**config.mk**
```make
export PLATFORM = sky130hd
export DESIGN_NAME = hng_norm
export DESIGN_NICKNAME = d
export VERILOG_FILES = /design/src/sv/hng_pkg.sv /design/src/sv/hng_norm.sv
export SDC_FILE = /design/constraint.sdc
export NUM_CORES = 2
export LEC_CHECK = 0
export BUFFER_PORTS_ARGS = -buffer_cell sky130_fd_sc_hd__buf_2
export CORE_UTILIZATION = 45
export DETAILED_ROUTE_END_ITERATION = 7
export PLACE_DENSITY = 0.68
export RECOVER_POWER = 50
export SETUP_SLACK_MARGIN = 0.3
export SYNTH_ARGS = -nofsm -noshare
export SYNTH_HDL_FRONTEND = slang
export SYNTH_SLANG_ARGS = --single-unit
```
**constraint.sdc**
```tcl
create_clock -name clk_i -period 11.28 [get_ports clk_i]
set_input_delay 1.128 -clock clk_i [delete_from_list [all_inputs] [get_ports clk_i]]
set_output_delay 1.128 -clock clk_i [all_outputs]
set_load 0.02 [all_outputs]
```
**src/sv/hng_pkg.sv**
```systemverilog
// Package for the heightmap normal generator: sizes, register map, types.
// No dependencies.
package hng_pkg;
  localparam int unsigned MaxWidth  = 1024;
  localparam int unsigned MaxHeight = 1024;
  localparam int unsigned ColW   = $clog2(MaxWidth);
  localparam int unsigned DimW   = 11;
  localparam int unsigned RowW   = $clog2(MaxHeight) + 1;
  localparam int unsigned CntW   = $clog2(MaxWidth * MaxHeight) + 1;
  localparam int unsigned AddrW  = 4;

  localparam logic [AddrW-1:0] RegWidth   = 4'h0;
  localparam logic [AddrW-1:0] RegHeight  = 4'h4;
  localparam logic [AddrW-1:0] RegDivisor = 4'h8;

  typedef struct packed {
    logic [15:0] normal_x;
    logic [14:0] normal_y;
    logic [15:0] normal_z;
    logic        frame_last;
  } result_t;

  typedef enum logic [1:0] {
    ST_IDLE,
    ST_READ,
    ST_NORM,
    ST_OUT
  } state_e;

  typedef struct packed {
    logic        border;
    logic [8:0]  ax;
    logic        sx;
    logic [8:0]  az;
    logic        sz;
    logic [8:0]  b;
    logic        last;
  } norm_req_t;
endpackage

```
**src/sv/hng_norm.sv**
```systemverilog
// Normalisation unit: bit-serial restoring search of each Q1.15 magnitude.
// Depends on hng_pkg.
module hng_norm
(
  input  logic                clk_i,
  input  logic                rst_ni,
  input  logic                start_i,
  input  hng_pkg::norm_req_t  req_i,
  output logic                done_o,
  output hng_pkg::result_t    res_o
);
  import hng_pkg::*;

  // comp 0 = x, 1 = y, 2 = z; per comp 16 bit steps, two multiplies per step
  logic        busy_q, busy_d;
  logic [1:0]  comp_q, comp_d;
  logic [3:0]  bit_q, bit_d;
  logic [1:0]  ph_q, ph_d;
  norm_req_t   rq_q;
  logic [18:0] l2_q;
  logic [15:0] q_q, q_d;
  logic [17:0] av2_q;
  logic [33:0] kk_q;
  logic [15:0] t;
  logic [16:0] k;
  logic [52:0] lhs_full;
  logic [49:0] rhs;
  logic [8:0]  av;
  logic        sgn;
  logic [14:0] mag;
  logic [15:0] mx_q, mz_q;
  logic [14:0] my_q;
  logic        done_q;

  always_comb begin
    case (comp_q)
      2'd0:    begin av = rq_q.ax; sgn = rq_q.sx; end
      2'd1:    begin av = rq_q.b;  sgn = 1'b0;    end
      default: begin av = rq_q.az; sgn = rq_q.sz; end
    endcase
  end

  assign t        = q_q | (16'd1 << bit_q);
  assign k        = {t, 1'b0} - 17'd1;
  assign lhs_full = kk_q * l2_q;
  assign rhs      = {av2_q, 32'd0};
  assign mag      = q_q[15] ? 15'h7fff : q_q[14:0];

  always_comb begin
    busy_d = busy_q;
    comp_d = comp_q;
    bit_d  = bit_q;
    ph_d   = ph_q;
    q_d    = q_q;
    if (busy_q) begin
      case (ph_q)
        2'd0: ph_d = 2'd1;
        2'd1: ph_d = 2'd2;
        default: begin
          ph_d = 2'd0;
          if (lhs_full <= {3'd0, rhs}) q_d = t;
          if (bit_q == 4'd0) begin
            q_d = '0;
            bit_d = 4'd15;
            if (comp_q == 2'd2) busy_d = 1'b0;
            else comp_d = comp_q + 2'd1;
          end else begin
            bit_d = bit_q - 4'd1;
          end
        end
      endcase
    end else if (start_i && !req_i.border) begin
      busy_d = 1'b1;
      comp_d = 2'd0;
      bit_d  = 4'd15;
      ph_d   = 2'd0;
      q_d    = '0;
    end
  end

  always_ff @(posedge clk_i or negedge rst_ni) begin
    if (!rst_ni) begin
      busy_q <= 1'b0;
      comp_q <= '0;
      bit_q  <= '0;
      ph_q   <= '0;
      q_q    <= '0;
      done_q <= 1'b0;
    end else begin
      busy_q <= busy_d;
      comp_q <= comp_d;
      bit_q  <= bit_d;
      ph_q   <= ph_d;
      q_q    <= q_d;
      done_q <= (start_i && req_i.border) ||
                (busy_q && ph_q == 2'd2 && bit_q == 4'd0 && comp_q == 2'd2);
    end
  end

  always_ff @(posedge clk_i) begin
    if (!busy_q && start_i) begin
      rq_q <= req_i;
      l2_q <= 19'(req_i.ax * req_i.ax) + 19'(req_i.b * req_i.b)
            + 19'(req_i.az * req_i.az);
      if (req_i.border) begin
        mx_q <= '0; my_q <= 15'h7fff; mz_q <= '0;
      end
    end
    av2_q <= 18'(av * av);
    kk_q  <= k * k;
    if (busy_q && ph_q == 2'd2 && bit_q == 4'd0) begin
      case (comp_q)
        2'd0: begin
          mx_q <= sgn ? 16'(17'h10000 - {2'b0, (lhs_full <= {3'd0, rhs}) ?
                  (t[15] ? 15'h7fff : t[14:0]) : mag})
                : {1'b0, (lhs_full <= {3'd0, rhs}) ? (t[15] ? 15'h7fff : t[14:0]) : mag};
        end
        2'd1: my_q <= (lhs_full <= {3'd0, rhs}) ? (t[15] ? 15'h7fff : t[14:0]) : mag;
        default: begin
          mz_q <= sgn ? 16'(17'h10000 - {2'b0, (lhs_full <= {3'd0, rhs}) ?
                  (t[15] ? 15'h7fff : t[14:0]) : mag})
                : {1'b0, (lhs_full <= {3'd0, rhs}) ? (t[15] ? 15'h7fff : t[14:0]) : mag};
        end
      endcase
    end
  end

  logic last_q;
  always_ff @(posedge clk_i) begin
    if (!busy_q && start_i) last_q <= req_i.last;
  end

  assign done_o = done_q;
  assign res_o  = '{normal_x: mx_q, normal_y: my_q, normal_z: mz_q, frame_last: last_q};

`ifndef NO_ASSERTIONS
  a_no_start_busy: assert property (@(posedge clk_i) disable iff (!rst_ni)
    busy_q |-> !start_i) else $error("start while busy");
  a_done_idle: assert property (@(posedge clk_i) disable iff (!rst_ni)
    done_o |-> !busy_q) else $error("done while busy");
  a_comp_range: assert property (@(posedge clk_i) disable iff (!rst_ni)
    busy_q |-> comp_q != 2'd3) else $error("bad component");
`endif
endmodule

```
[After elaboration in Yosys (flattened, before gate mapping)]
Cells that the tools add are included.
Storage, ports and cells
  logic and storage cells: 98
  register bits after elaboration: 174
  output and inout bits: 49
Cells by class
  bitwise logic cells: 1
  reduce and logical (&&, ||, !) cells: 18
  order comparisons: 1
  shift operators: 1
  multiplexer cells: 39
  add/subtract/negate cells: 6
  $mul: 6
  equal/unequal tests: 8
Operators by type and width (number)
  2-to-1 mux 16 bit: 14
  2-to-1 mux 15 bit: 7
  multiplier 9 x 9 -> 18 bit: 4
  <= comparator 53 x 50 -> 1 bit: 1
  multiplier 34 x 19 -> 53 bit: 1
  multiplier 17 x 17 -> 34 bit: 1
  adder 18 x 18 -> 19 bit: 1
  adder 19 x 18 -> 19 bit: 1
  case mux 9 bit (2 select lines): 1
  subtractor 17 x 1 -> 17 bit, second input constant: 1
  2-to-1 mux 4 bit: 4
  OR 16 bit: 1
  left shift 1 x 4 -> 16 bit, first input constant: 1
  subtractor 1 x 15 -> 16 bit, first input constant: 1
  2-to-1 mux 2 bit: 6
  logical AND 1 bit: 6
  2-to-1 mux 1 bit: 5
  == test 2 x 1 -> 1 bit, second input constant: 2
  == test 2 bit, second input constant: 2
  zero test 2 bit: 2
  zero test 4 bit: 1
  != test 2 bit, second input constant: 2
  case mux 2 bit (2 select lines): 1
  AND reduction 4 bit: 1
  11 further kinds: 13

[Logic depth before layout (Yosys ltp)]
  depth in word-level cells: 8
  mapped depth: 52

[Worst setup path before layout]
No wires, ideal clock.
  path type: register to register
  start: register kk_q[7]
  end: register mx_q[14]
  arrival: 10772 ps
  stages on the path, launching flop included: 47
  setup slack: 371 ps
  data required time: 11143 ps
  setup time: 137 ps
  period minus slack after synthesis: 10909 ps
  path through: dfxtp_1 -> clkbuf_1 -> clkbuf_1 -> nand2_1 -> fa_1 -> fa_1 -> fa_1 -> fa_1 -> fa_1 -> fa_1 -> inv_1 -> ha_1 -> and4_1 -> and2_1 -> o21ai_1 -> a211oi_1 -> nor3_1 -> a21oi_1 -> (+11 left out) -> nor4_1 -> nand4_1 -> a2111oi_0 -> o2111ai_1 -> nor4_1 -> nor2_1 -> nor2_8 -> buf_6 -> nand3_1 -> a21oi_1 -> ha_1 -> nand3b_1 -> or3_1 -> nor3_1 -> a21oi_1 -> mux2i_1 -> mux2i_1 -> a31oi_1
On the way
  longest elaborated chain between the ends: 7
RTL lines
  from (decl): line hng_norm.sv:23  | logic [33:0] kk_q;
  from (signal assigned): line hng_norm.sv:110  | kk_q <= k * k;
  multiplier 34 x 19 -> 53 bit *: line hng_norm.sv:45  | assign lhs_full = kk_q * l2_q;
  <= comparator 53 x 50 -> 1 bit *: line hng_norm.sv:114, hng_norm.sv:116
  2-to-1 mux 15 bit *: line hng_norm.sv:114, hng_norm.sv:116
  subtractor 1 x 15 -> 16 bit: line hng_norm.sv:114  | mx_q <= sgn ? 16'(17'h10000 - {2'b0, (lhs_full <= {3'd0, rhs}) ?
  2-to-1 mux 16 bit *: line hng_norm.sv:114
  2-to-1 mux 16 bit *: line hng_norm.sv:112  | case (comp_q)
  2-to-1 mux 16 bit *: line hng_norm.sv:111  | if (busy_q && ph_q == 2'd2 && bit_q == 4'd0) begin
  to (signal assigned): line hng_norm.sv:114
  to (decl): line hng_norm.sv:31  | logic [15:0] mx_q, mz_q;
Every way passes the cells marked *; elsewhere a longest branch is shown, timed or not.
A chain may end at the register's enable or synchronous reset.

[Worst setup path in the final report]
  start: register l2_q[4]
  end: register mx_q[14]
On the way
  longest elaborated chain between the ends: 7
RTL lines
  from (decl): line hng_norm.sv:20  | logic [18:0] l2_q;
  from (signal assigned): line hng_norm.sv:103  | l2_q <= 19'(req_i.ax * req_i.ax) + 19'(req_i.b * req_i.b)
  multiplier 34 x 19 -> 53 bit *: line hng_norm.sv:45
  <= comparator 53 x 50 -> 1 bit *: line hng_norm.sv:114, hng_norm.sv:116
  2-to-1 mux 15 bit *: line hng_norm.sv:114, hng_norm.sv:116
  subtractor 1 x 15 -> 16 bit: line hng_norm.sv:114
  2-to-1 mux 16 bit *: line hng_norm.sv:114
  2-to-1 mux 16 bit *: line hng_norm.sv:112
  2-to-1 mux 16 bit *: line hng_norm.sv:111
Marked as above.

==> reports/summary.md <==
- finished, violations left — outcome
- max-capacitance violations, max-slew violations — violations in the final reports
- 82 — PortBufs
- 0.153 — fraction of synthesis flops using an asynchronous set or reset pin
- 0.455 — Initial Utilization
- 6008 — non-filler cells, final
- 0.08 ns — post-CTS clock slew at the launch and capture registers of the worst setup and hold paths
- flop to flop — class of the most critical hold timing path
- 307 µm — Die W
- 49 — number of enable flip-flop cells after synthesis
- 17 — TritonCTS buffer count
- 72 — final-report max-slew violation count
- 0.0963 — portion of the post-synthesis area used by sequential elements
- 83 — number of top-level pins
- 0.59 ns — longest individual stage delay on the worst path
- 2034 — detailed router's first-iteration violation count
- 0.0113 ns — Worst Skew
- 31600 — Via Count
- 86700 µm — estimated wirelength of the detail-placed design
- 2.54 ns — Worst Max-Slew Pin Slew
- 10.69 ns — final critical delay including setup and external delays
- 110000 µm — final wirelength
- l2_q[4] — launch point of the worst path
- sky130_fd_sc_hd__dfxtp_1 — most used flip-flop cell after synthesis
- 0.462 ns — Worst Hold Slack
- flop to flop — critical path start-end classification
- 2 — WHS Path Cells
- 0 — final setup vio count
- 11.63 ns — Critical Path RT
- 0 — Routed Antenna Nets
- 5888 — # placed instances
- yes — TritonCTS clock tree
- 0.0283 — xor/xnor share of the synthesized area
- 44600 µm² — standard cell area after detailed placement
- 0.00377 — proportion of synthesized area in mux cells
- 170 — flop and latch count out of synthesis
- 170 — clk sink count
- 0.149 — Synth Area in Simple Gates
- sky130_fd_sc_hd__fa_1 — cell type contributing the most total cell area after synthesis
- 0.49 ns — Clk Latency, worst-skew pair
- 0.0963 — fraction of final layout cells with drive strength greater than 1
- 0.434 — share of the synthesized area in the top cell type
- 2 — initial antenna violation count
- sky130_fd_sc_hd__inv_1 — most frequently used cell type in the post-synthesis netlist
- 84 — library cells used by synthesis
- 0 — # DRC
- 45 — largest net degree at the start of global routing
- 5.27 — Via density
- 0.920 — last weighted congestion value of the routability-driven placer
- 33800 — vias in the first global route
- 0.547 — area share of fa/ha/maj cells after synthesis
- adder cells — main combinational cell family by area after synthesis
- 2 — number of maximum-capacitance constraint violations
- -0.693 — Slew Limit Headroom
- sky130_fd_sc_hd__clkbuf_16 — buffer cell driving the clock tree root
- 4 — H-tree levels
- 0 — hold buffer count at CTS
- 41800 µm² — post-synthesis cell area
- 0.236 — GRT Overall Usage
- sky130_fd_sc_hd__fa_1 43%, sky130_fd_sc_hd__ha_1 11%, sky130_fd_sc_hd__inv_1 8.8% — cells taking the most area after synthesis
- 111 — row count
- 0.947 — ratio of final minimum period to clock period
- 0 — final hold violation count
- sky130_fd_sc_hd__fa_1 — crit-path most repeated cell
- sky130_fd_sc_hd__fa_1 — standard cell with the maximum stage delay on the critical path
- 0 — synth warn
- flop — CP endpoint kind
- 4578 — cells after synthesis
- 18.4 µm — average wire length per cell after detail routing
- 307 µm — Chip Height
- 6068 — net count of the finished layout
- 0.0695 — post-synthesis compound-gate area fraction
- flop — startpoint kind of the worst setup timing path
- 91800 µm² — standard cell core area
- 7 — highest fanout seen on the critical path
- 11.03 ns — Arr. time, crit path
- 980 x sky130_fd_sc_hd__inv_1, 906 x sky130_fd_sc_hd__fa_1, 620 x sky130_fd_sc_hd__nand2_1 — Synth top cells by count
- true — setup repair after global routing missed its margin
- 8472 — count of fill cells added during filler insertion
- 12.0% — area delta synth->final
- 2 — maximum buffer depth of the clock tree
- 94100 µm² — overall die area
- 93.6 MHz — Max Freq
- mz_q[6] — Hold Crit Start
- l2_q[4] — source of the worst register-to-register timing path
- 49 — cell count of the worst reg-to-reg path
- 46800 µm² — post-route cell area
- 6 — TritonRoute pass-1 iters
- 176000 µm — first-pass GRT wire length
- 9.13 µm² — mean cell area of the mapped netlist
- 0 — overflow left after global routing
## worst paths after layout
kind | endpoint | slack, ns
max | mx_q[14] | 0.59
min | mz_q[6] | 0.46
max reg2reg | mx_q[14] | 0.59
min in group asynchronous | q_q[14] | 1.03
min reg2reg | mz_q[6] | 0.46
max in group asynchronous | bit_q[0] | 9.31
## cell families (layout without fill, tap and decap cells)
logic type | count (synthesis) | count (layout)
DFF | 170 | 170
AOI/OAI and AO/OA | 452 | 452
other | 2 | 16
xor gates and xnor gates | 135 | 135
and+or+nand+nor | 1349 | 1349
adders and majority gates | 1283 | 1283
muxes | 15 | 15
buffers and inverters | 1172 | 1345
## state kept, by name, summed over array words and instances, names as in the netlist, 15 cells and up
name	cells
av2_q	17
kk_q	31
l2_q	19
mx_q	16
my_q	15
mz_q	16
q_q	16
rq_q	29
## critical path, delay by kind of cell (launching register included)
kind	cells	cell delay [ns]
XOR/XNOR	1	0.13
adder cells (fa/ha/maj)	9	3.83
buffers and inverters	7	0.91
AO/OA/AOI/OAI	12	1.82
multiplexers	2	0.42
flip-flops	1	0.47
AND/OR/NAND/NOR	18	2.96
## metal layers
metal  share of wire  up-vias  GRT usage  wire length [µm]
li1                -    14300          -                 -
met1            0.40    16200      0.304             44700
met2            0.50      996      0.418             55000
met3           0.065      211     0.0247              7180
met4           0.032        2     0.0728              3550
met5         0.00012        -          0                13
## layout by cell type (no fill, tap or decap), drive strengths merged, types with 31 or more instances in the layout
| cell type | Yosys | layout |
|---|---|---|
| ha | 377 | 377 |
| a21oi | 146 | 146 |
| nand2 | 620 | 620 |
| xor2 | 37 | 37 |
| nor2 | 245 | 245 |
| edfxtp | 49 | 49 |
| dfxtp | 95 | 95 |
| a31oi | 35 | 35 |
| buf | 16 | 249 |
| nand3 | 51 | 51 |
| xnor2 | 98 | 98 |
| nor2b | 31 | 31 |
| nor3 | 41 | 41 |
| a21o | 49 | 49 |
| clkbuf | 171 | 98 |
| fa | 906 | 906 |
| inv | 980 | 988 |
| o21ai | 90 | 90 |
| and2 | 241 | 241 |
## metrics by stage
stage,worst slack [ns],setup TNS [ns],utilization
global placement,-0.205,-1.10,0.486
detailed placement,-0.363,-2.39,0.486
floorplan,0.371,0,-
finish,0.595,0,0.510
CTS,0.286,0,0.494
global route,0.0729,0,0.510
## cell type report
class	count	area, µm²	share of cell area
Antenna cell	1	2.50	0.0000535
Clock buffer	19	464	0.00992
Clock inverter	13	165	0.00353
Inverter	985	3700	0.0790
Multi-Input combinational cell	3249	34000	0.726
Sequential cell	170	4040	0.0862
Tap cell	1243	1560	0.0332
Timing Repair Buffer	328	2910	0.0622
## what timing repair did
action / CTS / global route
hold endpoints to repair: 0 / 0
resized for setup: 30 / 144
pin swaps: 18 / 143
setup endpoints to repair: 14 / 31
gates cloned: 0 / 15
setup buffers: 5 / 67
Power is not shown: default switching activity piles up to over one toggle a cycle in this logic, so the estimate is an artifact.
